$ cat config.mk
export PLATFORM = sky130hd
export DESIGN_NAME = line_or_json_object_framer_top_flat
export DESIGN_NICKNAME = d
export VERILOG_FILES = /design/src/rtl/lojf_pkg.sv /design/src/rtl/lojf_if.sv /design/src/rtl/lojf_tracker.sv /design/src/rtl/lojf_out_buf.sv /design/src/rtl/line_or_json_object_framer_top.sv /design/src/flat_wrapper.sv
export VERILOG_INCLUDE_DIRS = /design/src /design/src/rtl
export SDC_FILE = /design/constraint.sdc
export NUM_CORES = 1
export LEC_CHECK = 0
export ABC_AREA = 1
export BUFFER_PORTS_ARGS = -buffer_cell sky130_fd_sc_hd__buf_2
export CAP_MARGIN = 20
export CELL_PAD_IN_SITES_DETAIL_PLACEMENT = 0
export CELL_PAD_IN_SITES_GLOBAL_PLACEMENT = 1
export CORE_ASPECT_RATIO = 0.6
export CORE_UTILIZATION = 45
export CTS_BUF_LIST = sky130_fd_sc_hd__clkbuf_16
export CTS_CLUSTER_DIAMETER = 60
export DETAILED_ROUTE_END_ITERATION = 10
export GPL_ROUTABILITY_DRIVEN = 0
export PLACE_DENSITY_LB_ADDON = 0.15
export SYNTH_ARGS = -nofsm -noshare
export SYNTH_HDL_FRONTEND = slang
export SYNTH_SLANG_ARGS = --single-unit
$ cat constraint.sdc
create_clock -name i_clk -period 3.1 [get_ports i_clk]
set_input_delay 0.31 -clock i_clk [delete_from_list [all_inputs] [get_ports i_clk]]
set_output_delay 0.31 -clock i_clk [all_outputs]
set_load 0.02 [all_outputs]
$ cat src/rtl/line_or_json_object_framer_top_defines.svh
// Assertion helpers for the framer; include once per asserting file.
`ifndef LINE_OR_JSON_OBJECT_FRAMER_TOP_DEFINES_SVH
`define LINE_OR_JSON_OBJECT_FRAMER_TOP_DEFINES_SVH

// Same-cycle implication, disabled while reset is asserted.
`define LOJF_ASSERT_NOW(lbl, clk, rst_n, ante, cons) \
    lbl: assert property (@(posedge clk) disable iff (!rst_n) (ante) |-> (cons)) \
        else $error("framer assertion failed");

// Next-cycle implication, disabled while reset is asserted.
`define LOJF_ASSERT_NEXT(lbl, clk, rst_n, ante, cons) \
    lbl: assert property (@(posedge clk) disable iff (!rst_n) (ante) |=> (cons)) \
        else $error("framer assertion failed");

`endif

$ cat src/rtl/lojf_pkg.sv
// ----------------------------------------------------------------------------
// lojf_pkg
// Shared character codes, event codes and result word type of the framer.
// ----------------------------------------------------------------------------
`default_nettype none

package lojf_pkg;

    localparam logic [7:0] CH_BACKSLASH = 8'h5C;
    localparam logic [7:0] CH_QUOTE     = 8'h22;
    localparam logic [7:0] CH_OPEN      = 8'h7B;
    localparam logic [7:0] CH_CLOSE     = 8'h7D;
    localparam logic [7:0] CH_CR        = 8'h0D;
    localparam logic [7:0] CH_LF        = 8'h0A;
    localparam logic [7:0] DEPTH_MAX    = 8'hFF;

    localparam logic [2:0] EV_STORED     = 3'd0;
    localparam logic [2:0] EV_OBJECT_END = 3'd1;
    localparam logic [2:0] EV_LINE_END   = 3'd2;
    localparam logic [2:0] EV_EMPTY_LINE = 3'd3;
    localparam logic [2:0] EV_OVERFLOW   = 3'd4;

    typedef struct packed {
        logic [2:0] event_kind;
        logic [7:0] data_byte;
        logic [8:0] byte_index;
        logic [8:0] frame_length;
    } t_result;

endpackage

`default_nettype wire

$ cat src/rtl/lojf_if.sv
// ----------------------------------------------------------------------------
// lojf_if
// Valid/ready channels of the framer: received bytes in, events out.
// ----------------------------------------------------------------------------
`default_nettype none

interface lojf_rx_if;
    logic       valid;
    logic       ready;
    logic [7:0] rx_byte;

    modport source (output valid, output rx_byte, input ready);
    modport sink   (input valid, input rx_byte, output ready);
endinterface

interface lojf_ev_if;
    logic       valid;
    logic       ready;
    logic [2:0] event_kind;
    logic [7:0] data_byte;
    logic [8:0] byte_index;
    logic [8:0] frame_length;

    modport source (output valid, output event_kind, output data_byte,
                    output byte_index, output frame_length, input ready);
    modport sink   (input valid, input event_kind, input data_byte,
                    input byte_index, input frame_length, output ready);
endinterface

`default_nettype wire

$ cat src/rtl/lojf_tracker.sv
// ----------------------------------------------------------------------------
// lojf_tracker
// Frame state registers and the per-byte framing and JSON tracking step.
// ----------------------------------------------------------------------------
`default_nettype none

module lojf_tracker
    import lojf_pkg::*;
#(
    parameter int FRAME_CAPACITY = 384
) (
    input  logic       i_clk,
    input  logic       i_rst_n,
    input  logic       i_accept,
    input  logic [7:0] i_rx_byte,
    output t_result    o_result
);

    localparam int CW = $clog2(FRAME_CAPACITY);
    localparam int XW = (CW > 9) ? CW : 9;
    localparam logic [CW-1:0] COUNT_LIMIT = CW'(FRAME_CAPACITY - 1);

    logic [CW-1:0] r_count, n_count;
    logic [7:0]    r_depth, n_depth;
    logic          r_in_str, n_in_str;
    logic          r_esc, n_esc;

    logic [7:0]    j_depth;
    logic          j_in_str;
    logic          j_esc;
    logic          j_close;
    logic [CW-1:0] w_inc;
    logic [CW-1:0] w_idx;
    logic [CW-1:0] w_len;
    logic [XW-1:0] w_idx_x;
    logic [XW-1:0] w_len_x;
    logic [2:0]    w_kind;

    // JSON tracker step on the stored path
    always_comb begin
        j_depth  = r_depth;
        j_in_str = r_in_str;
        j_esc    = r_esc;
        j_close  = 1'b0;
        if (r_in_str) begin
            if (r_esc) begin
                j_esc = 1'b0;
            end else if (i_rx_byte == CH_BACKSLASH) begin
                j_esc = 1'b1;
            end else if (i_rx_byte == CH_QUOTE) begin
                j_in_str = 1'b0;
            end
        end else if (i_rx_byte == CH_QUOTE) begin
            j_in_str = 1'b1;
        end else if (i_rx_byte == CH_OPEN) begin
            if (r_depth != DEPTH_MAX) begin
                j_depth = r_depth + 8'd1;
            end
        end else if (i_rx_byte == CH_CLOSE && r_depth != 8'd0) begin
            j_depth = r_depth - 8'd1;
            j_close = (r_depth == 8'd1);
        end
    end

    assign w_inc = r_count + CW'(1);

    // frame decision
    always_comb begin
        n_count  = r_count;
        n_depth  = r_depth;
        n_in_str = r_in_str;
        n_esc    = r_esc;
        w_idx    = '0;
        w_len    = '0;
        if (i_rx_byte == CH_CR || i_rx_byte == CH_LF) begin
            if (r_count != '0) begin
                w_kind   = EV_LINE_END;
                w_len    = r_count;
                n_count  = '0;
                n_depth  = '0;
                n_in_str = 1'b0;
                n_esc    = 1'b0;
            end else begin
                w_kind = EV_EMPTY_LINE;
            end
        end else if (r_count < COUNT_LIMIT) begin
            w_idx = r_count;
            w_len = w_inc;
            if (j_close) begin
                w_kind   = EV_OBJECT_END;
                n_count  = '0;
                n_depth  = '0;
                n_in_str = 1'b0;
                n_esc    = 1'b0;
            end else begin
                w_kind   = EV_STORED;
                n_count  = w_inc;
                n_depth  = j_depth;
                n_in_str = j_in_str;
                n_esc    = j_esc;
            end
        end else begin
            w_kind   = EV_OVERFLOW;
            n_count  = '0;
            n_depth  = '0;
            n_in_str = 1'b0;
            n_esc    = 1'b0;
        end
    end

    // report counts in the low nine bits
    assign w_idx_x = XW'(w_idx);
    assign w_len_x = XW'(w_len);

    assign o_result.event_kind   = w_kind;
    assign o_result.data_byte    = i_rx_byte;
    assign o_result.byte_index   = w_idx_x[8:0];
    assign o_result.frame_length = w_len_x[8:0];

    always_ff @(posedge i_clk) begin
        if (!i_rst_n) begin
            r_count  <= '0;
            r_depth  <= '0;
            r_in_str <= 1'b0;
            r_esc    <= 1'b0;
        end else if (i_accept) begin
            r_count  <= n_count;
            r_depth  <= n_depth;
            r_in_str <= n_in_str;
            r_esc    <= n_esc;
        end
    end

endmodule

`default_nettype wire

$ cat src/rtl/lojf_out_buf.sv
// ----------------------------------------------------------------------------
// lojf_out_buf
// Two-word result buffer; parts the input handshake from output stalls.
// ----------------------------------------------------------------------------
`default_nettype none

module lojf_out_buf
    import lojf_pkg::*;
(
    input  logic    i_clk,
    input  logic    i_rst_n,
    input  logic    i_push,
    input  t_result i_data,
    output logic    o_space,
    output logic    o_valid,
    input  logic    i_pop,
    output t_result o_data
);

    t_result    r_mem [2];
    logic       r_wr_ptr;
    logic       r_rd_ptr;
    logic [1:0] r_fill, n_fill;

    assign o_space = (r_fill != 2'd2);
    assign o_valid = (r_fill != 2'd0);
    assign o_data  = r_mem[r_rd_ptr];

    always_comb begin
        n_fill = r_fill;
        if (i_push && !i_pop) begin
            n_fill = r_fill + 2'd1;
        end else if (!i_push && i_pop) begin
            n_fill = r_fill - 2'd1;
        end
    end

    always_ff @(posedge i_clk) begin
        if (i_push) begin
            r_mem[r_wr_ptr] <= i_data;
        end
    end

    always_ff @(posedge i_clk) begin
        if (!i_rst_n) begin
            r_wr_ptr <= 1'b0;
            r_rd_ptr <= 1'b0;
            r_fill   <= 2'd0;
        end else begin
            if (i_push) begin
                r_wr_ptr <= ~r_wr_ptr;
            end
            if (i_pop) begin
                r_rd_ptr <= ~r_rd_ptr;
            end
            r_fill <= n_fill;
        end
    end

endmodule

`default_nettype wire

$ cat src/rtl/line_or_json_object_framer_top.sv
// ----------------------------------------------------------------------------
// line_or_json_object_framer_top
// Frames a received byte stream by line ends and top-level JSON objects.
// ----------------------------------------------------------------------------
// Usage:
//   i_rx carries one received byte per word. o_ev returns exactly one event
//   word per byte: the event kind (stored, object closed the frame, line end
//   closed the frame, empty line end, overflow drop), the byte echoed, its
//   index in the frame and the frame length after it.
//   Event words are registered in the result buffer in byte order.
//   Throughput: one byte per cycle while the buffer has room; the frame
//   state is updated in the accepting cycle by one compare/increment pass.
//   Stall: results wait in a two-word buffer. i_rx.ready comes from the
//   buffer fill register and drops only when both words are held, so the
//   input keeps flowing while one result waits.
//   Reset: synchronous, active low; clears the frame count, object depth,
//   string and escape flags, and empties the result buffer.
//   FRAME_CAPACITY sets the stored-count width; counts are reported in the
//   low nine bits.
// ----------------------------------------------------------------------------
`default_nettype none

`include "line_or_json_object_framer_top_defines.svh"

module line_or_json_object_framer_top
    import lojf_pkg::*;
#(
    parameter int FRAME_CAPACITY = 384
) (
    input  logic     i_clk,
    input  logic     i_rst_n,
    lojf_rx_if.sink  i_rx,
    lojf_ev_if.source o_ev
);

    logic    w_accept;
    logic    w_space;
    logic    w_pop;
    t_result w_step;
    t_result w_head;

    // take a byte whenever the buffer has room
    assign i_rx.ready = w_space;
    assign w_accept   = i_rx.valid && w_space;
    assign w_pop      = o_ev.valid && o_ev.ready;

    lojf_tracker #(
        .FRAME_CAPACITY(FRAME_CAPACITY)
    ) u_tracker (
        .i_clk     (i_clk),
        .i_rst_n   (i_rst_n),
        .i_accept  (w_accept),
        .i_rx_byte (i_rx.rx_byte),
        .o_result  (w_step)
    );

    // hold results until the receiver takes them
    lojf_out_buf u_out_buf (
        .i_clk   (i_clk),
        .i_rst_n (i_rst_n),
        .i_push  (w_accept),
        .i_data  (w_step),
        .o_space (w_space),
        .o_valid (o_ev.valid),
        .i_pop   (w_pop),
        .o_data  (w_head)
    );

    assign o_ev.event_kind   = w_head.event_kind;
    assign o_ev.data_byte    = w_head.data_byte;
    assign o_ev.byte_index   = w_head.byte_index;
    assign o_ev.frame_length = w_head.frame_length;

    // stored bytes always extend the frame by one
    `LOJF_ASSERT_NOW(a_stored_len, i_clk, i_rst_n,
        o_ev.valid && (o_ev.event_kind == EV_STORED || o_ev.event_kind == EV_OBJECT_END),
        o_ev.frame_length == o_ev.byte_index + 9'd1)

    // bytes that are not stored carry index zero
    `LOJF_ASSERT_NOW(a_drop_index, i_clk, i_rst_n,
        o_ev.valid && (o_ev.event_kind == EV_LINE_END || o_ev.event_kind == EV_EMPTY_LINE
            || o_ev.event_kind == EV_OVERFLOW),
        o_ev.byte_index == 9'd0)

    // a byte taken from an empty buffer appears on the output next cycle
    `LOJF_ASSERT_NEXT(a_latency, i_clk, i_rst_n,
        w_accept && !o_ev.valid,
        o_ev.valid && o_ev.data_byte == $past(i_rx.rx_byte))

endmodule

`default_nettype wire

$ cat src/flat_wrapper.sv
// flat-port wrapper written by rule: the top's interface ports become plain ports
module line_or_json_object_framer_top_flat import lojf_pkg::*;
#(
    parameter int FRAME_CAPACITY = 384
)
  (i_clk, i_rst_n, i_rx_valid, i_rx_rx_byte, i_rx_ready, o_ev_valid, o_ev_event_kind, o_ev_data_byte, o_ev_byte_index, o_ev_frame_length, o_ev_ready);
  lojf_rx_if i_rx_i ();
  lojf_ev_if o_ev_i ();
  input  logic i_clk;
  input  logic i_rst_n;
  input wire logic [$bits(i_rx_i.valid)-1:0] i_rx_valid;
  input wire logic [$bits(i_rx_i.rx_byte)-1:0] i_rx_rx_byte;
  output wire logic [$bits(i_rx_i.ready)-1:0] i_rx_ready;
  output wire logic [$bits(o_ev_i.valid)-1:0] o_ev_valid;
  output wire logic [$bits(o_ev_i.event_kind)-1:0] o_ev_event_kind;
  output wire logic [$bits(o_ev_i.data_byte)-1:0] o_ev_data_byte;
  output wire logic [$bits(o_ev_i.byte_index)-1:0] o_ev_byte_index;
  output wire logic [$bits(o_ev_i.frame_length)-1:0] o_ev_frame_length;
  input wire logic [$bits(o_ev_i.ready)-1:0] o_ev_ready;
  assign i_rx_i.valid = i_rx_valid;
  assign i_rx_i.rx_byte = i_rx_rx_byte;
  assign i_rx_ready = i_rx_i.ready;
  assign o_ev_valid = o_ev_i.valid;
  assign o_ev_event_kind = o_ev_i.event_kind;
  assign o_ev_data_byte = o_ev_i.data_byte;
  assign o_ev_byte_index = o_ev_i.byte_index;
  assign o_ev_frame_length = o_ev_i.frame_length;
  assign o_ev_i.ready = o_ev_ready;
  line_or_json_object_framer_top #(.FRAME_CAPACITY(FRAME_CAPACITY)) u_core (.i_clk(i_clk), .i_rst_n(i_rst_n), .i_rx(i_rx_i), .o_ev(o_ev_i));
endmodule
==> impl_metrics.toml <==
[outcome]
status = "finished clean"

[global_routing]
grt_pass1_vias = 2977
grt_pass1_wl_um = 15200
grt-ovfl-total = 0
grt.total_usage = 0.206
grt_max_degree = 30
antenna_found_initial = 0

[finish]
final_cells = 600
finalNetCount = 501
final_core_util = 0.546
area_growth_pct = 14.7
fin_area_um2 = 4760
num_antenna_cells = 0
drive_gt1_frac = 0.244

[critical_path]
crit_arrival_ps = 2230
end_kind = "flip-flop"
worstReg2RegStart = "u_core.u_tracker.r_count[7]"
path_cells = "inv_2, nand2_1, nor2_1, nand3_2, nand2_4, nor2_4, inv_1, o21ai_0"
r2r-end = "u_core.u_out_buf.r_mem[0][26]"
crit_path_start_kind = "flip-flop"
critPathMaxStageDelay_ps = 410
cp.required_ps = 3240
ff2ff_setup_slack_ps = 1020
crit_fanout = 18
slowest_stage = "dfxtp_1"
reg2reg_depth = 8
worstSetupPathType = "reg -> reg"

[clock_tree]
cts-resized-gates = 0
postCtsHoldBufs = 0
cts_buffer_depth = 2
path_clk_slew_ps = 60
cts_setup_buffers = 0
cts_num_sinks = 82
tritoncts = "done"
insertion_delay_ps = 340
numCtsBuffers = 9
cts_root_buffer = "clkbuf_16"
htree_levels = 3

[timing]
tns_ps = 0
tightest_slew_ps = 571
slew_headroom = 0.617
rsz0062_at_grt = "no"
post-route-period-util = 0.672
period_minus_slack_ps = 2080
clock_skew_ps = 3.74
slew_violations = 0
setup_viol = 0
hold_viol_final = 0
max_freq_mhz = 480

[power_and_ir_drop]
power.total_mw = 3.25
irDropWorstVdd_mv = 0.443
power_density_nw_per_um2 = 682
p_int_mw = 2.26
swShare = 0.304
p_switching_mw = 0.989
power_frac_seq = 0.423
pwr-share-clk = 0.317
p_comb_frac = 0.260
p_leak_nw = 1.89

[min_path]
hold_class = "in -> reg"
hold_depth = 1
hold-path-endpoint = "u_core.u_out_buf.r_mem[0][25]"
worstHoldStart = "i_rx_rx_byte[7]"

[routing]
first_pass_iters = 5
routedWlPerCell_um = 15.3
initialDrtViolationCount = 214
drc = 0
wl_um = 9190
ant_nets = 0
vias_per_cell = 5.26
via_count = 3158

[logic_synthesis]
netlist-cell-type-count = 35
synth_fp_nets = 456
ys_seq_area_frac = 0.535
syn_inst = 438
synth_area_leaders = "edfxtp_1 42%, dfxtp_1 12%, nand2_1 8.3%"
synth.avg_cell_area_um2 = 9.48
synth_top_area_share = 0.420
yosysWarnings = 0
yosysTopAreaCell = "edfxtp_1"
synth_seq_cells = 82
netlist_area_um2 = 4150

[run]
maxCapViolations = 0

[die]
die_h_um = 76.4
core-area_um2 = 8720
row_count = 26
start_util = 0.476
dieArea_um2 = 9630
die_x_um = 126
pin_count = 43

[placement]
dp.cells = 584
dp_hpwl_um = 6520
placedInstanceArea_um2 = 4480
port-buffer-count = 42
cells by family (layout without fill, tap and decap cells):
kind of cell,Yosys count,count (layout),share of synthesized area
fa+ha+maj,6,6,0.0181
xor+xnor,12,12,0.0253
flops,82,82,0.535
compound gates,47,47,0.0591
buf+inv,49,99,0.0479
simple gates,213,213,0.236
mux,29,29,0.0787
state kept, by name, indices dropped and copies added, names as in the netlist, named ones only:
signal                     cells
u_core.u_tracker.r_esc         1
u_core.u_out_buf.r_rd_ptr      1
u_core.u_tracker.r_in_str      1
u_core.u_tracker.r_depth       8
u_core.u_out_buf.r_mem        58
u_core.u_tracker.r_count       9
u_core.u_out_buf.r_wr_ptr      1
u_core.u_out_buf.r_fill        2
area by class of cell:
cell class	instances	area, µm²
inverter	38	146
sequential	82	2220
timing repair buffer	45	233
fill	799	3960
clock inverter	7	61.3
multi-input combinational	307	1740
clock buffer	9	225
tap	112	140
critical path: cells and delay by family, from the launching register on:
family          cells  cell delay [ps]
compound gates      1              330
simple gates        5              730
flops               1              410
buf+inv             2              410
synthesized netlist by cell type:
library cell	n
o22ai_1	2
edfxtp_1	58
nand4_1	10
inv_1	31
o21ai_0	20
xnor2_1	2
a211oi_1	1
a21oi_1	21
inv_2	4
nor3_2	1
or2_2	1
dfxtp_1	24
nor2_2	6
nor2_1	59
mux2_2	29
nand3_4	1
nand3_2	3
buf_1	1
nor2_4	1
nand2_4	3
clkinv_2	1
nand2_2	6
o21ai_1	1
nor3_1	4
clkinv_1	1
nor2_8	1
inv_4	1
nand3_1	25
buf_4	1
xor2_1	10
nand2_1	92
ha_1	6
o21a_1	2
clkbuf_1	3
buf_2	6
layout by cell type (no fill, tap or decap), types with 2 or more instances in the layout:
master	instances
buf_2	42
nor3_1	4
nor2_1	57
clkinv_2	4
inv_1	33
edfxtp_1	58
nand2_2	6
nor2_2	8
o21ai_0	20
dfxtp_1	24
ha_1	6
buf_4	3
clkbuf_16	9
inv_2	4
o22ai_1	2
nand3_2	3
mux2_2	29
nand2_1	92
a21oi_1	21
xnor2_1	2
o21a_1	2
nand2_4	3
nand3_1	25
xor2_1	10
nand4_1	10
routing by layer:
layer  track usage  wire length, µm  share of wire  vias to the layer above
li1              -                -              -                     1576
met1         0.301             4690           0.51                     1479
met2         0.292             3820           0.42                       92
met3        0.0569              550          0.060                       11
met4        0.0675              122          0.013                        0
met5             0                0              0                        -
power by group through the flow:
| stage | Clock, mW | Sequential [mW] | Combinational [mW] |
|---|---|---|---|
| 5_1_grt | 1.10 | 1.39 | 0.922 |
| 2_1_floorplan | 0 | 1.39 | 0.611 |
| 3_5_place_dp | 0 | 1.40 | 0.848 |
| 6_report | 1.03 | 1.38 | 0.844 |
| 4_1_cts | 1.06 | 1.38 | 0.854 |
| 3_3_place_gp | 0 | 1.39 | 0.842 |
worst max-delay path by stage:
stage                                start                       endpoint
5_1_grt        u_core.u_tracker.r_count[0]    u_core.u_tracker.r_depth[1]
4_1_cts        u_core.u_tracker.r_count[7]    u_core.u_tracker.r_count[3]
3_3_place_gp               i_rx_rx_byte[5]  u_core.u_out_buf.r_mem[0][26]
3_5_place_dp               i_rx_rx_byte[2]    u_core.u_tracker.r_count[3]
2_1_floorplan   u_core.u_out_buf.r_fill[0]   u_core.u_out_buf.r_mem[1][0]
6_report       u_core.u_tracker.r_count[7]  u_core.u_out_buf.r_mem[0][26]
through the flow:
step	hold WS, ps	setup WS (ps)
after global placement	470	886
after CTS	187	1060
after detailed placement	490	949
final	196	1020
after global routing	181	802
after floorplan	409	732
No activity file was read; power rests on OpenSTA's default activity.
